**config.mk**
```make
export PLATFORM = sky130hd
export DESIGN_NAME = maximal_rectangle_binary_matrix_core
export DESIGN_NICKNAME = d
export VERILOG_FILES = /design/src/rtl/core/mrbm_pkg.sv /design/src/rtl/core/mrbm_front.sv /design/src/rtl/core/mrbm_queue.sv /design/src/rtl/core/mrbm_back.sv /design/src/rtl/core/maximal_rectangle_binary_matrix_core.sv
export SDC_FILE = /design/constraint.sdc
export NUM_CORES = 2
export LEC_CHECK = 0
export BUFFER_PORTS_ARGS = -buffer_cell sky130_fd_sc_hd__buf_2
export CORE_MARGIN = 2
export CORE_UTILIZATION = 63
export DETAILED_ROUTE_END_ITERATION = 8
export GPL_TIMING_DRIVEN = 0
export PLACE_DENSITY_LB_ADDON = 0.25
export SLEW_MARGIN = 30
export SYNTH_ARGS = -nofsm -noshare
export SYNTH_HDL_FRONTEND = slang
export SYNTH_HIERARCHICAL = 1
export SYNTH_SLANG_ARGS = --single-unit
```
**constraint.sdc**
```tcl
create_clock -name clk -period 7.55 [get_ports clk]
set_input_delay 0.755 -clock clk [delete_from_list [all_inputs] [get_ports clk]]
set_output_delay 0.755 -clock clk [all_outputs]
set_load 0.005 [all_outputs]
```
**src/rtl/core/mrbm_pkg.sv**
```systemverilog
package mrbm_pkg;

	localparam int MAX_COLS = 64;
	localparam int MAX_ROWS = 1024;
	localparam int COL_W = $clog2(MAX_COLS);
	localparam int CNT_W = $clog2(MAX_COLS + 1);
	localparam int HGT_W = $clog2(MAX_ROWS + 1);
	localparam int AREA_W = 17;
	localparam int PROD_W = HGT_W + CNT_W;
	localparam int CFG_W = 7;
	localparam int QUEUE_DEPTH = 4;
	localparam int QPTR_W = $clog2(QUEUE_DEPTH);
	localparam int QCNT_W = $clog2(QUEUE_DEPTH + 1);
	localparam logic [AREA_W-1:0] AREA_LIMIT = '1;
	localparam logic [CFG_W-1:0] COLUMNS_RESET = CFG_W'(64);

	// One classified cell as the front hands it to the back.
	typedef struct packed {
		logic             filled;
		logic [COL_W-1:0] col;
		logic             scan;
		logic             last;
	} cmd_t;

	// Stack entry: left edge of the bar's span and its height.
	typedef struct packed {
		logic [CNT_W-1:0] left;
		logic [HGT_W-1:0] hgt;
	} stk_t;

	typedef enum logic [2:0] {
		BK_IDLE,
		BK_UPD,
		BK_SCAN_RD,
		BK_SCAN_CMP,
		BK_POP_ACC,
		BK_FINISH
	} bk_state_t;

endpackage

```
**src/rtl/core/mrbm_front.sv**
```systemverilog
module mrbm_front
	import mrbm_pkg::*;
(
	input  logic             clk,
	input  logic             arst_n,
	input  logic             in_valid,
	output logic             in_ready,
	input  logic             cell_req,
	input  logic             last_cell,
	input  logic             cfg_we,
	input  logic [CFG_W-1:0] cfg_wdata,
	input  logic             q_full,
	output logic             q_push,
	output cmd_t             q_cmd
);

	logic [CFG_W-1:0] columns_q;
	logic [COL_W-1:0] col_q;
	logic [CFG_W-1:0] cols;
	logic [CNT_W-1:0] col_next;
	logic             row_end;

	always_comb begin
		if (columns_q == '0) begin
			cols = CFG_W'(1);
		end else if (columns_q > CFG_W'(MAX_COLS)) begin
			cols = CFG_W'(MAX_COLS);
		end else begin
			cols = columns_q;
		end
	end

	assign col_next = CNT_W'(col_q) + CNT_W'(1);
	assign row_end = CFG_W'(col_next) >= cols;
	assign in_ready = !q_full;
	assign q_push = in_valid && !q_full;

	always_comb begin
		q_cmd.filled = cell_req;
		q_cmd.col = col_q;
		q_cmd.scan = row_end || last_cell;
		q_cmd.last = last_cell;
	end

	always_ff @(posedge clk or negedge arst_n) begin
		if (!arst_n) begin
			columns_q <= COLUMNS_RESET;
		end else if (cfg_we) begin
			columns_q <= cfg_wdata;
		end
	end

	always_ff @(posedge clk or negedge arst_n) begin
		if (!arst_n) begin
			col_q <= '0;
		end else if (q_push) begin
			if (row_end || last_cell) begin
				col_q <= '0;
			end else begin
				col_q <= col_next[COL_W-1:0];
			end
		end
	end

endmodule

```
**src/rtl/core/mrbm_queue.sv**
```systemverilog
module mrbm_queue
	import mrbm_pkg::*;
(
	input  logic clk,
	input  logic arst_n,
	input  logic push,
	input  cmd_t push_cmd,
	output logic full,
	input  logic pop,
	output logic q_valid,
	output cmd_t head_cmd
);

	cmd_t              entries [QUEUE_DEPTH];
	logic [QPTR_W-1:0] wr_ptr_q;
	logic [QPTR_W-1:0] rd_ptr_q;
	logic [QCNT_W-1:0] count_q;
	logic              do_push;
	logic              do_pop;

	assign full = count_q == QCNT_W'(QUEUE_DEPTH);
	assign q_valid = count_q != '0;
	assign head_cmd = entries[rd_ptr_q];
	assign do_push = push && !full;
	assign do_pop = pop && q_valid;

	always_ff @(posedge clk) begin
		if (do_push) begin
			entries[wr_ptr_q] <= push_cmd;
		end
	end

	always_ff @(posedge clk or negedge arst_n) begin
		if (!arst_n) begin
			wr_ptr_q <= '0;
			rd_ptr_q <= '0;
			count_q <= '0;
		end else begin
			if (do_push) begin
				wr_ptr_q <= wr_ptr_q + QPTR_W'(1);
			end
			if (do_pop) begin
				rd_ptr_q <= rd_ptr_q + QPTR_W'(1);
			end
			if (do_push && !do_pop) begin
				count_q <= count_q + QCNT_W'(1);
			end else if (do_pop && !do_push) begin
				count_q <= count_q - QCNT_W'(1);
			end
		end
	end

endmodule

```
**src/rtl/core/mrbm_back.sv**
```systemverilog
module mrbm_back
	import mrbm_pkg::*;
(
	input  logic              clk,
	input  logic              arst_n,
	input  logic              q_valid,
	input  cmd_t              head_cmd,
	output logic              q_pop,
	output logic              out_valid,
	input  logic              out_ready,
	output logic [AREA_W-1:0] max_area
);

	bk_state_t         state_q;
	bk_state_t         state_d;
	cmd_t              cmd_q;
	logic [CNT_W-1:0]  n_q;
	logic [CNT_W-1:0]  i_q;
	logic [CNT_W-1:0]  left_q;
	logic [CNT_W-1:0]  depth_q;
	stk_t              top_q;
	logic [PROD_W-1:0] prod_s;
	logic [AREA_W-1:0] best_q;
	logic [AREA_W-1:0] area_q;
	logic              out_valid_q;

	logic [HGT_W-1:0]  hmem [MAX_COLS];
	logic [MAX_COLS-1:0] hv_q;
	logic [HGT_W-1:0]  rd_h_q;
	logic              rd_v_q;
	stk_t              smem [MAX_COLS];
	stk_t              stk_rd_q;

	logic              h_rd;
	logic [COL_W-1:0]  h_rd_addr;
	logic              h_wr;
	logic              s_push;
	logic              s_pop;
	logic              fin_go;
	logic [HGT_W-1:0]  old_h;
	logic [HGT_W-1:0]  new_h;
	logic [HGT_W-1:0]  cur_h;
	logic              at_end;
	logic              pop_c;
	logic [CNT_W-1:0]  width;
	logic [CNT_W-1:0]  below_idx;
	logic [AREA_W-1:0] area;

	assign old_h = rd_v_q ? rd_h_q : '0;
	assign at_end = i_q == n_q;
	assign cur_h = at_end ? '0 : old_h;
	// Pop while the top bar is at least as tall as the current column.
	assign pop_c = (depth_q != '0) && (top_q.hgt >= cur_h);
	assign width = i_q - top_q.left;
	assign below_idx = depth_q - CNT_W'(2);
	assign area = prod_s[PROD_W-1:AREA_W] != '0 ? AREA_LIMIT : prod_s[AREA_W-1:0];

	always_comb begin
		if (!cmd_q.filled) begin
			new_h = '0;
		end else if (old_h < HGT_W'(MAX_ROWS)) begin
			new_h = old_h + HGT_W'(1);
		end else begin
			new_h = old_h;
		end
	end

	always_comb begin
		state_d = state_q;
		unique case (state_q)
			BK_IDLE: begin
				if (q_valid) begin
					state_d = BK_UPD;
				end
			end
			BK_UPD: begin
				state_d = cmd_q.scan ? BK_SCAN_RD : BK_IDLE;
			end
			BK_SCAN_RD: begin
				state_d = BK_SCAN_CMP;
			end
			BK_SCAN_CMP: begin
				if (pop_c) begin
					state_d = BK_POP_ACC;
				end else if (!at_end) begin
					state_d = BK_SCAN_RD;
				end else begin
					state_d = cmd_q.last ? BK_FINISH : BK_IDLE;
				end
			end
			BK_POP_ACC: begin
				state_d = BK_SCAN_CMP;
			end
			BK_FINISH: begin
				if (!out_valid_q || out_ready) begin
					state_d = BK_IDLE;
				end
			end
			default: begin
				state_d = BK_IDLE;
			end
		endcase
	end

	always_comb begin
		q_pop = 1'b0;
		h_rd = 1'b0;
		h_rd_addr = i_q[COL_W-1:0];
		h_wr = 1'b0;
		s_push = 1'b0;
		s_pop = 1'b0;
		fin_go = 1'b0;
		unique case (state_q)
			BK_IDLE: begin
				q_pop = q_valid;
				h_rd = q_valid;
				h_rd_addr = head_cmd.col;
			end
			BK_UPD: begin
				h_wr = 1'b1;
			end
			BK_SCAN_RD: begin
				h_rd = !at_end;
			end
			BK_SCAN_CMP: begin
				s_pop = pop_c;
				s_push = !pop_c && !at_end;
			end
			BK_FINISH: begin
				fin_go = !out_valid_q || out_ready;
			end
			default: begin
			end
		endcase
	end

	always_ff @(posedge clk) begin
		if (h_wr) begin
			hmem[cmd_q.col] <= new_h;
		end
		if (h_rd) begin
			rd_h_q <= hmem[h_rd_addr];
			rd_v_q <= hv_q[h_rd_addr];
		end
	end

	// Entries below the top of stack live in memory; the top stays in top_q.
	always_ff @(posedge clk) begin
		if (s_push && depth_q != '0) begin
			smem[depth_q[COL_W-1:0] - COL_W'(1)] <= top_q;
		end
		if (s_pop && depth_q > CNT_W'(1)) begin
			stk_rd_q <= smem[below_idx[COL_W-1:0]];
		end
	end

	always_ff @(posedge clk) begin
		if (q_pop) begin
			cmd_q <= head_cmd;
		end
		if (h_wr) begin
			n_q <= CNT_W'(cmd_q.col) + CNT_W'(1);
			left_q <= '0;
		end
		if (s_pop) begin
			prod_s <= PROD_W'(top_q.hgt) * PROD_W'(width);
			left_q <= top_q.left;
		end
		if (s_push) begin
			top_q.left <= left_q;
			top_q.hgt <= cur_h;
			left_q <= i_q + CNT_W'(1);
		end
		if (state_q == BK_POP_ACC && depth_q != '0) begin
			top_q <= stk_rd_q;
		end
		if (fin_go) begin
			area_q <= best_q;
		end
	end

	always_ff @(posedge clk or negedge arst_n) begin
		if (!arst_n) begin
			state_q <= BK_IDLE;
			i_q <= '0;
			depth_q <= '0;
			best_q <= '0;
			hv_q <= '0;
			out_valid_q <= 1'b0;
		end else begin
			state_q <= state_d;
			if (h_wr) begin
				hv_q[cmd_q.col] <= 1'b1;
				i_q <= '0;
				depth_q <= '0;
			end
			if (s_pop) begin
				depth_q <= depth_q - CNT_W'(1);
			end
			if (s_push) begin
				depth_q <= depth_q + CNT_W'(1);
				i_q <= i_q + CNT_W'(1);
			end
			if (state_q == BK_POP_ACC && area > best_q) begin
				best_q <= area;
			end
			if (fin_go) begin
				best_q <= '0;
				hv_q <= '0;
				out_valid_q <= 1'b1;
			end else if (out_ready) begin
				out_valid_q <= 1'b0;
			end
		end
	end

	assign out_valid = out_valid_q;
	assign max_area = area_q;

	a_depth_bound: assert property (@(posedge clk) disable iff (!arst_n)
		depth_q <= CNT_W'(MAX_COLS))
		else $error("stack depth beyond column count");

	a_scan_index: assert property (@(posedge clk) disable iff (!arst_n)
		(state_q == BK_SCAN_RD || state_q == BK_SCAN_CMP) |-> i_q <= n_q)
		else $error("scan index passed the row length");

	a_pop_origin: assert property (@(posedge clk) disable iff (!arst_n)
		state_q == BK_POP_ACC |-> $past(state_q) == BK_SCAN_CMP && $past(depth_q) != '0)
		else $error("pop without a stacked bar");

	a_finish_clear: assert property (@(posedge clk) disable iff (!arst_n)
		fin_go |=> best_q == '0 && hv_q == '0 && out_valid_q)
		else $error("matrix state not cleared on result");

	a_scan_done_empty: assert property (@(posedge clk) disable iff (!arst_n)
		(state_q == BK_SCAN_CMP && at_end && !pop_c) |-> depth_q == '0)
		else $error("row scan ended with bars on the stack");

endmodule

```
**src/rtl/core/maximal_rectangle_binary_matrix_core.sv**
```systemverilog
// Each request (one cell) is taken whenever the 4-entry command queue has room.
// A cell that does not end a row costs the back end a height read (BK_IDLE) and a write (BK_UPD).
// A row end adds the histogram scan: a read and a compare for each column, a compare and an
// accumulate for each stack pop, and a read and a compare to close the scan (stack walk).
// After the scan of the final cell ends, the back end enters BK_FINISH and, once any
// earlier result has been taken, registers the result and raises out_valid.
// Reset is asynchronous: heights read as zero at once, columns returns to 64, no clear pass.
module maximal_rectangle_binary_matrix_core
	import mrbm_pkg::*;
(
	input  logic              clk,
	input  logic              arst_n,
	input  logic              in_valid,
	output logic              in_ready,
	input  logic              cell_req,
	input  logic              last_cell,
	output logic              out_valid,
	input  logic              out_ready,
	output logic [AREA_W-1:0] max_area,
	input  logic              cfg_we,
	input  logic [CFG_W-1:0]  cfg_wdata
);

	logic q_full;
	logic q_push;
	cmd_t q_cmd;
	logic q_pop;
	logic q_valid;
	cmd_t head_cmd;

	mrbm_front u_front (
		.clk       (clk),
		.arst_n    (arst_n),
		.in_valid  (in_valid),
		.in_ready  (in_ready),
		.cell_req  (cell_req),
		.last_cell (last_cell),
		.cfg_we    (cfg_we),
		.cfg_wdata (cfg_wdata),
		.q_full    (q_full),
		.q_push    (q_push),
		.q_cmd     (q_cmd)
	);

	mrbm_queue u_queue (
		.clk      (clk),
		.arst_n   (arst_n),
		.push     (q_push),
		.push_cmd (q_cmd),
		.full     (q_full),
		.pop      (q_pop),
		.q_valid  (q_valid),
		.head_cmd (head_cmd)
	);

	mrbm_back u_back (
		.clk       (clk),
		.arst_n    (arst_n),
		.q_valid   (q_valid),
		.head_cmd  (head_cmd),
		.q_pop     (q_pop),
		.out_valid (out_valid),
		.out_ready (out_ready),
		.max_area  (max_area)
	);

endmodule
```
==> impl_metrics.tcl <==
set metrics [dict create \
    grt_pass1_wl_um 313000 \
    reg2reg_to "u_back/prod_s[17]$_DFFE_PP_" \
    synth_common_cells "edfxtp_1, mux2i_1, mux4_2" \
    synthArstFlopShare_pct 5.62 \
    wl_um 216000 \
    slew_headroom_pct 26.6 \
    firstDrtPassIters 6 \
    dp_cells 6419 \
    rr_startpoint "u_back/top_q[13]$_DFFE_PP_" \
    path_max_fanout 14 \
    cp-endpoint "u_back/prod_s[17]$_DFFE_PP_" \
    cts_root_buf "clkbuf_16" \
    syn_inst 4500 \
    nets 4997 \
    cts-buffers-inserted 203 \
    busiest_layer "met2" \
    die_w_um 372 \
    crit_path_start_kind "flop" \
    cts_resized 0 \
    antenna_found_initial 5 \
    rrSetupSlack_ns 0.52 \
    status "finished, final reports clean" \
    fin_skew_ns 0.0449 \
    antenna_left 0 \
    placed_cell_area_um2 90400 \
    use_met3_pct 6.77 \
    grt_usage_pct 31.7 \
    rows 135 \
    syn_area_um2 85500 \
    synth_enable_flop_cells 1998 \
    fin_cells 6801 \
    worstMarginPinSlew_ns 1.10 \
    ir_worst_vdd_uv 1180 \
    drt_first_iter_violations 6469 \
    holdWs_ns 0.111 \
    synth.area.mux_share_pct 15.1 \
    clk_latency_ns 0.85 \
    grt_pass1_vias 45300 \
    synth_compound_area_share_pct 3.08 \
    hp-class "input port to flop" \
    layout-drive-gt1-share_pct 22.7 \
    met2_usage_pct 49.9 \
    p_leak_uw 0.0342 \
    synth_area_leaders "edfxtp_1, mux4_2, mux2i_1, dfrtp_1, nor2_1" \
    core_area_um2 135000 \
    stdcell_area_um2 97200 \
    synth_top_area_share_pct 70.1 \
    drc 0 \
    fin_util_pct 71.9 \
    required_ns 8.11 \
    ctsHtreeMaxLevel 4 \
    timing.final.crit_share_pct 93.1 \
    hpwl_um 141000 \
    arrival_ns 7.59 \
    yosysUniqueCellTypes 72 \
    crit_type "flop to flop" \
    pin_count 33 \
    area_growth_pct 13.6 \
    synth_flop_cell "edfxtp_1" \
    portBuffers 30 \
    rsz0062_at_grt "false" \
    wl_per_cell_um 31.7 \
    n_antenna_cell 0 \
    gp_congestion 0.985 \
    hold_viol_final 0 \
    via_per_inst 6.75 \
    setup_viol 0 \
    end_kind "flop" \
    num_vias 45900 \
    grt_use_met1_pct 43.7 \
    synth.most_common_cell "edfxtp_1" \
    synth_seq_cells 2117 \
    ys_warn_count 6 \
    clk_pin_slew_worst_paths_ns 0.06 \
    fill_cells 7710 \
    synth_top_family_by_area "multiplexers" \
    cts_max_path_buffers 3 \
    slew_violations 0 \
    max_freq_mhz 142 \
    syn_nets 4652 \
    reg2reg_depth 26 \
    power_density_nw_per_um2 469 \
    synth-simple-area-share_pct 3.32 \
    multiInputGateArea_um2 21800 \
    yosysSeqAreaShare_pct 73.6 \
    cts_tree "done" \
    die_area_um2 139000 \
    grt_max_degree 64 \
    synthAdderAreaFrac_pct 2.42 \
    crit_path_start "u_back/top_q[13]$_DFFE_PP_" \
    initial_utilization_pct 63.3 \
    cap_violations 0 \
    dieHeight_um 372 \
    ff_latch_area_um2 63000 \
    gr-total-overflow 0 \
    yosysTopAreaCell "edfxtp_1" \
    synthXorXnorAreaFrac_pct 0.666 \
    period_needed_ns 7.03 \
    avgSynthCellArea_um2 19.0 \
    clock-sinks 2117 \
]
## repair_timing
action,in CTS,in global routing
setup endpoints to repair,0,0
hold buffers,1,0
endpoints found under the hold margin,61,0
buffers inserted,0,0
## layout make-up
cell class / instances / share of cell area [%]
inverters: 128 / 0.495
flip-flops and latches: 2117 / 64.8
clock buffers: 246 / 5.46
plain buffers: 225 / 1.06
clock inverters: 134 / 1.42
well taps: 1781 / 2.29
repair buffers: 140 / 2.00
multi-input cells: 2030 / 22.5
## cells by family after synthesis
| logic type | Yosys count |
|---|---|
| xor+xnor | 65 |
| buf+inv | 353 |
| mux | 808 |
| compound gates | 383 |
| simple gates | 636 |
| flops | 2117 |
| fa+ha+maj | 138 |
## where the power goes
group          leakage [µW]  internal (µW)  total, µW  switching [µW]
sequential           0.0196          15500      16100             599
clock               0.00328           5760      10200            4410
combinational        0.0113           7570      19300           11800
total                0.0342          28800      45600           16800
## how the worst min path moves through the flow
stage                                      end                          start  depth (start not counted)
2_1_floorplan    u_back/max_area[10]$_DFFE_PP_  u_back/best_q[10]$_DFFE_PN0P_                          0
3_3_place_gp      u_back/max_area[5]$_DFFE_PP_   u_back/best_q[5]$_DFFE_PN0P_                          0
3_5_place_dp      u_back/max_area[6]$_DFFE_PP_   u_back/best_q[6]$_DFFE_PN0P_                          0
4_1_cts        u_queue/entries[2][8]$_DFFE_PP_                       cell_req                          1
5_1_grt        u_queue/entries[2][8]$_DFFE_PP_                       cell_req                          1
6_report       u_queue/entries[2][8]$_DFFE_PP_                       cell_req                          1
## metal layers
| metal | up-vias | share of wire (%) |
|---|---|---|
| li1 | 18700 | - |
| met1 | 23600 | 36 |
| met5 | - | 0.015 |
| met4 | 4 | 4.7 |
| met2 | 3130 | 48 |
| met3 | 527 | 11 |
## metrics by stage
stage                     worst slack (ns)  TNS, ns  power [µW]
after floorplan                      0.931        0       28500
after global placement              -0.934   -48.69       34000
after detailed placement             0.666        0       35100
after CTS                            0.572        0       45500
after global routing                 0.116        0       47600
final                                0.521        0       45600
## critical path, cell delays in order (launching register included)
cell and delay [ns]:
edfxtp_1 0.72, buf_8 0.25, buf_8 0.19, inv_1 0.06
ha_1 0.31, a21o_1 0.17, a21oi_1 0.22, o21bai_1 0.09
a21oi_1 0.18, xnor2_1 0.25, clkbuf_1 0.41, nand2_1 0.13
fa_1 0.47, fa_1 0.50, inv_1 0.05, fa_1 0.47
inv_1 0.05, fa_1 0.47, inv_1 0.04, ha_1 0.32
nor3_1 0.23, nor2_1 0.08, a31oi_1 0.32, o21ai_0 0.23
a41o_1 0.28, a21oi_1 0.17, xnor2_1 0.08
## sequential cells by signal (all words and copies together) (netlist names), 2 cells and up
signal,flops
u_queue/wr_ptr_q,2
u_back/rd_h_q,11
u_queue/count_q,3
u_back/stk_rd_q,18
u_back/top_q,18
u_queue/rd_ptr_q,2
u_back/prod_s,18
u_back/i_q,7
u_queue/entries,36
u_back/cmd_q,9
u_front/columns_q,7
u_back/hmem,704
u_back/state_q,3
u_back/best_q,17
u_front/col_q,6
u_back/n_q,7
u_back/max_area,17
u_back/depth_q,7
u_back/smem,1152
u_back/hv_q,64
u_back/left_q,7
## cells in the final DEF (no fill, tap or decap), drive strengths merged, types with 7 or more instances in the layout
cell        n
edfxtp   1998
mux2i     404
mux4      387
clkbuf    361
nor2      320
buf       249
o22ai     169
inv       141
nand2     139
dfrtp     118
clkinv     94
ha         92
fa         46
and2       46
o21ai      42
xnor2      39
o41ai      38
a21oi      27
xor2       26
nor3       25
nand3      25
bufinv     21
a21o       21
nand2b     21
nor2b      18
mux2       17
o22a       12
o221ai     12
o2111ai    12
and3        8
a22o        8
nand4       7
o31ai       7
(Power assumes the default switching activity.)
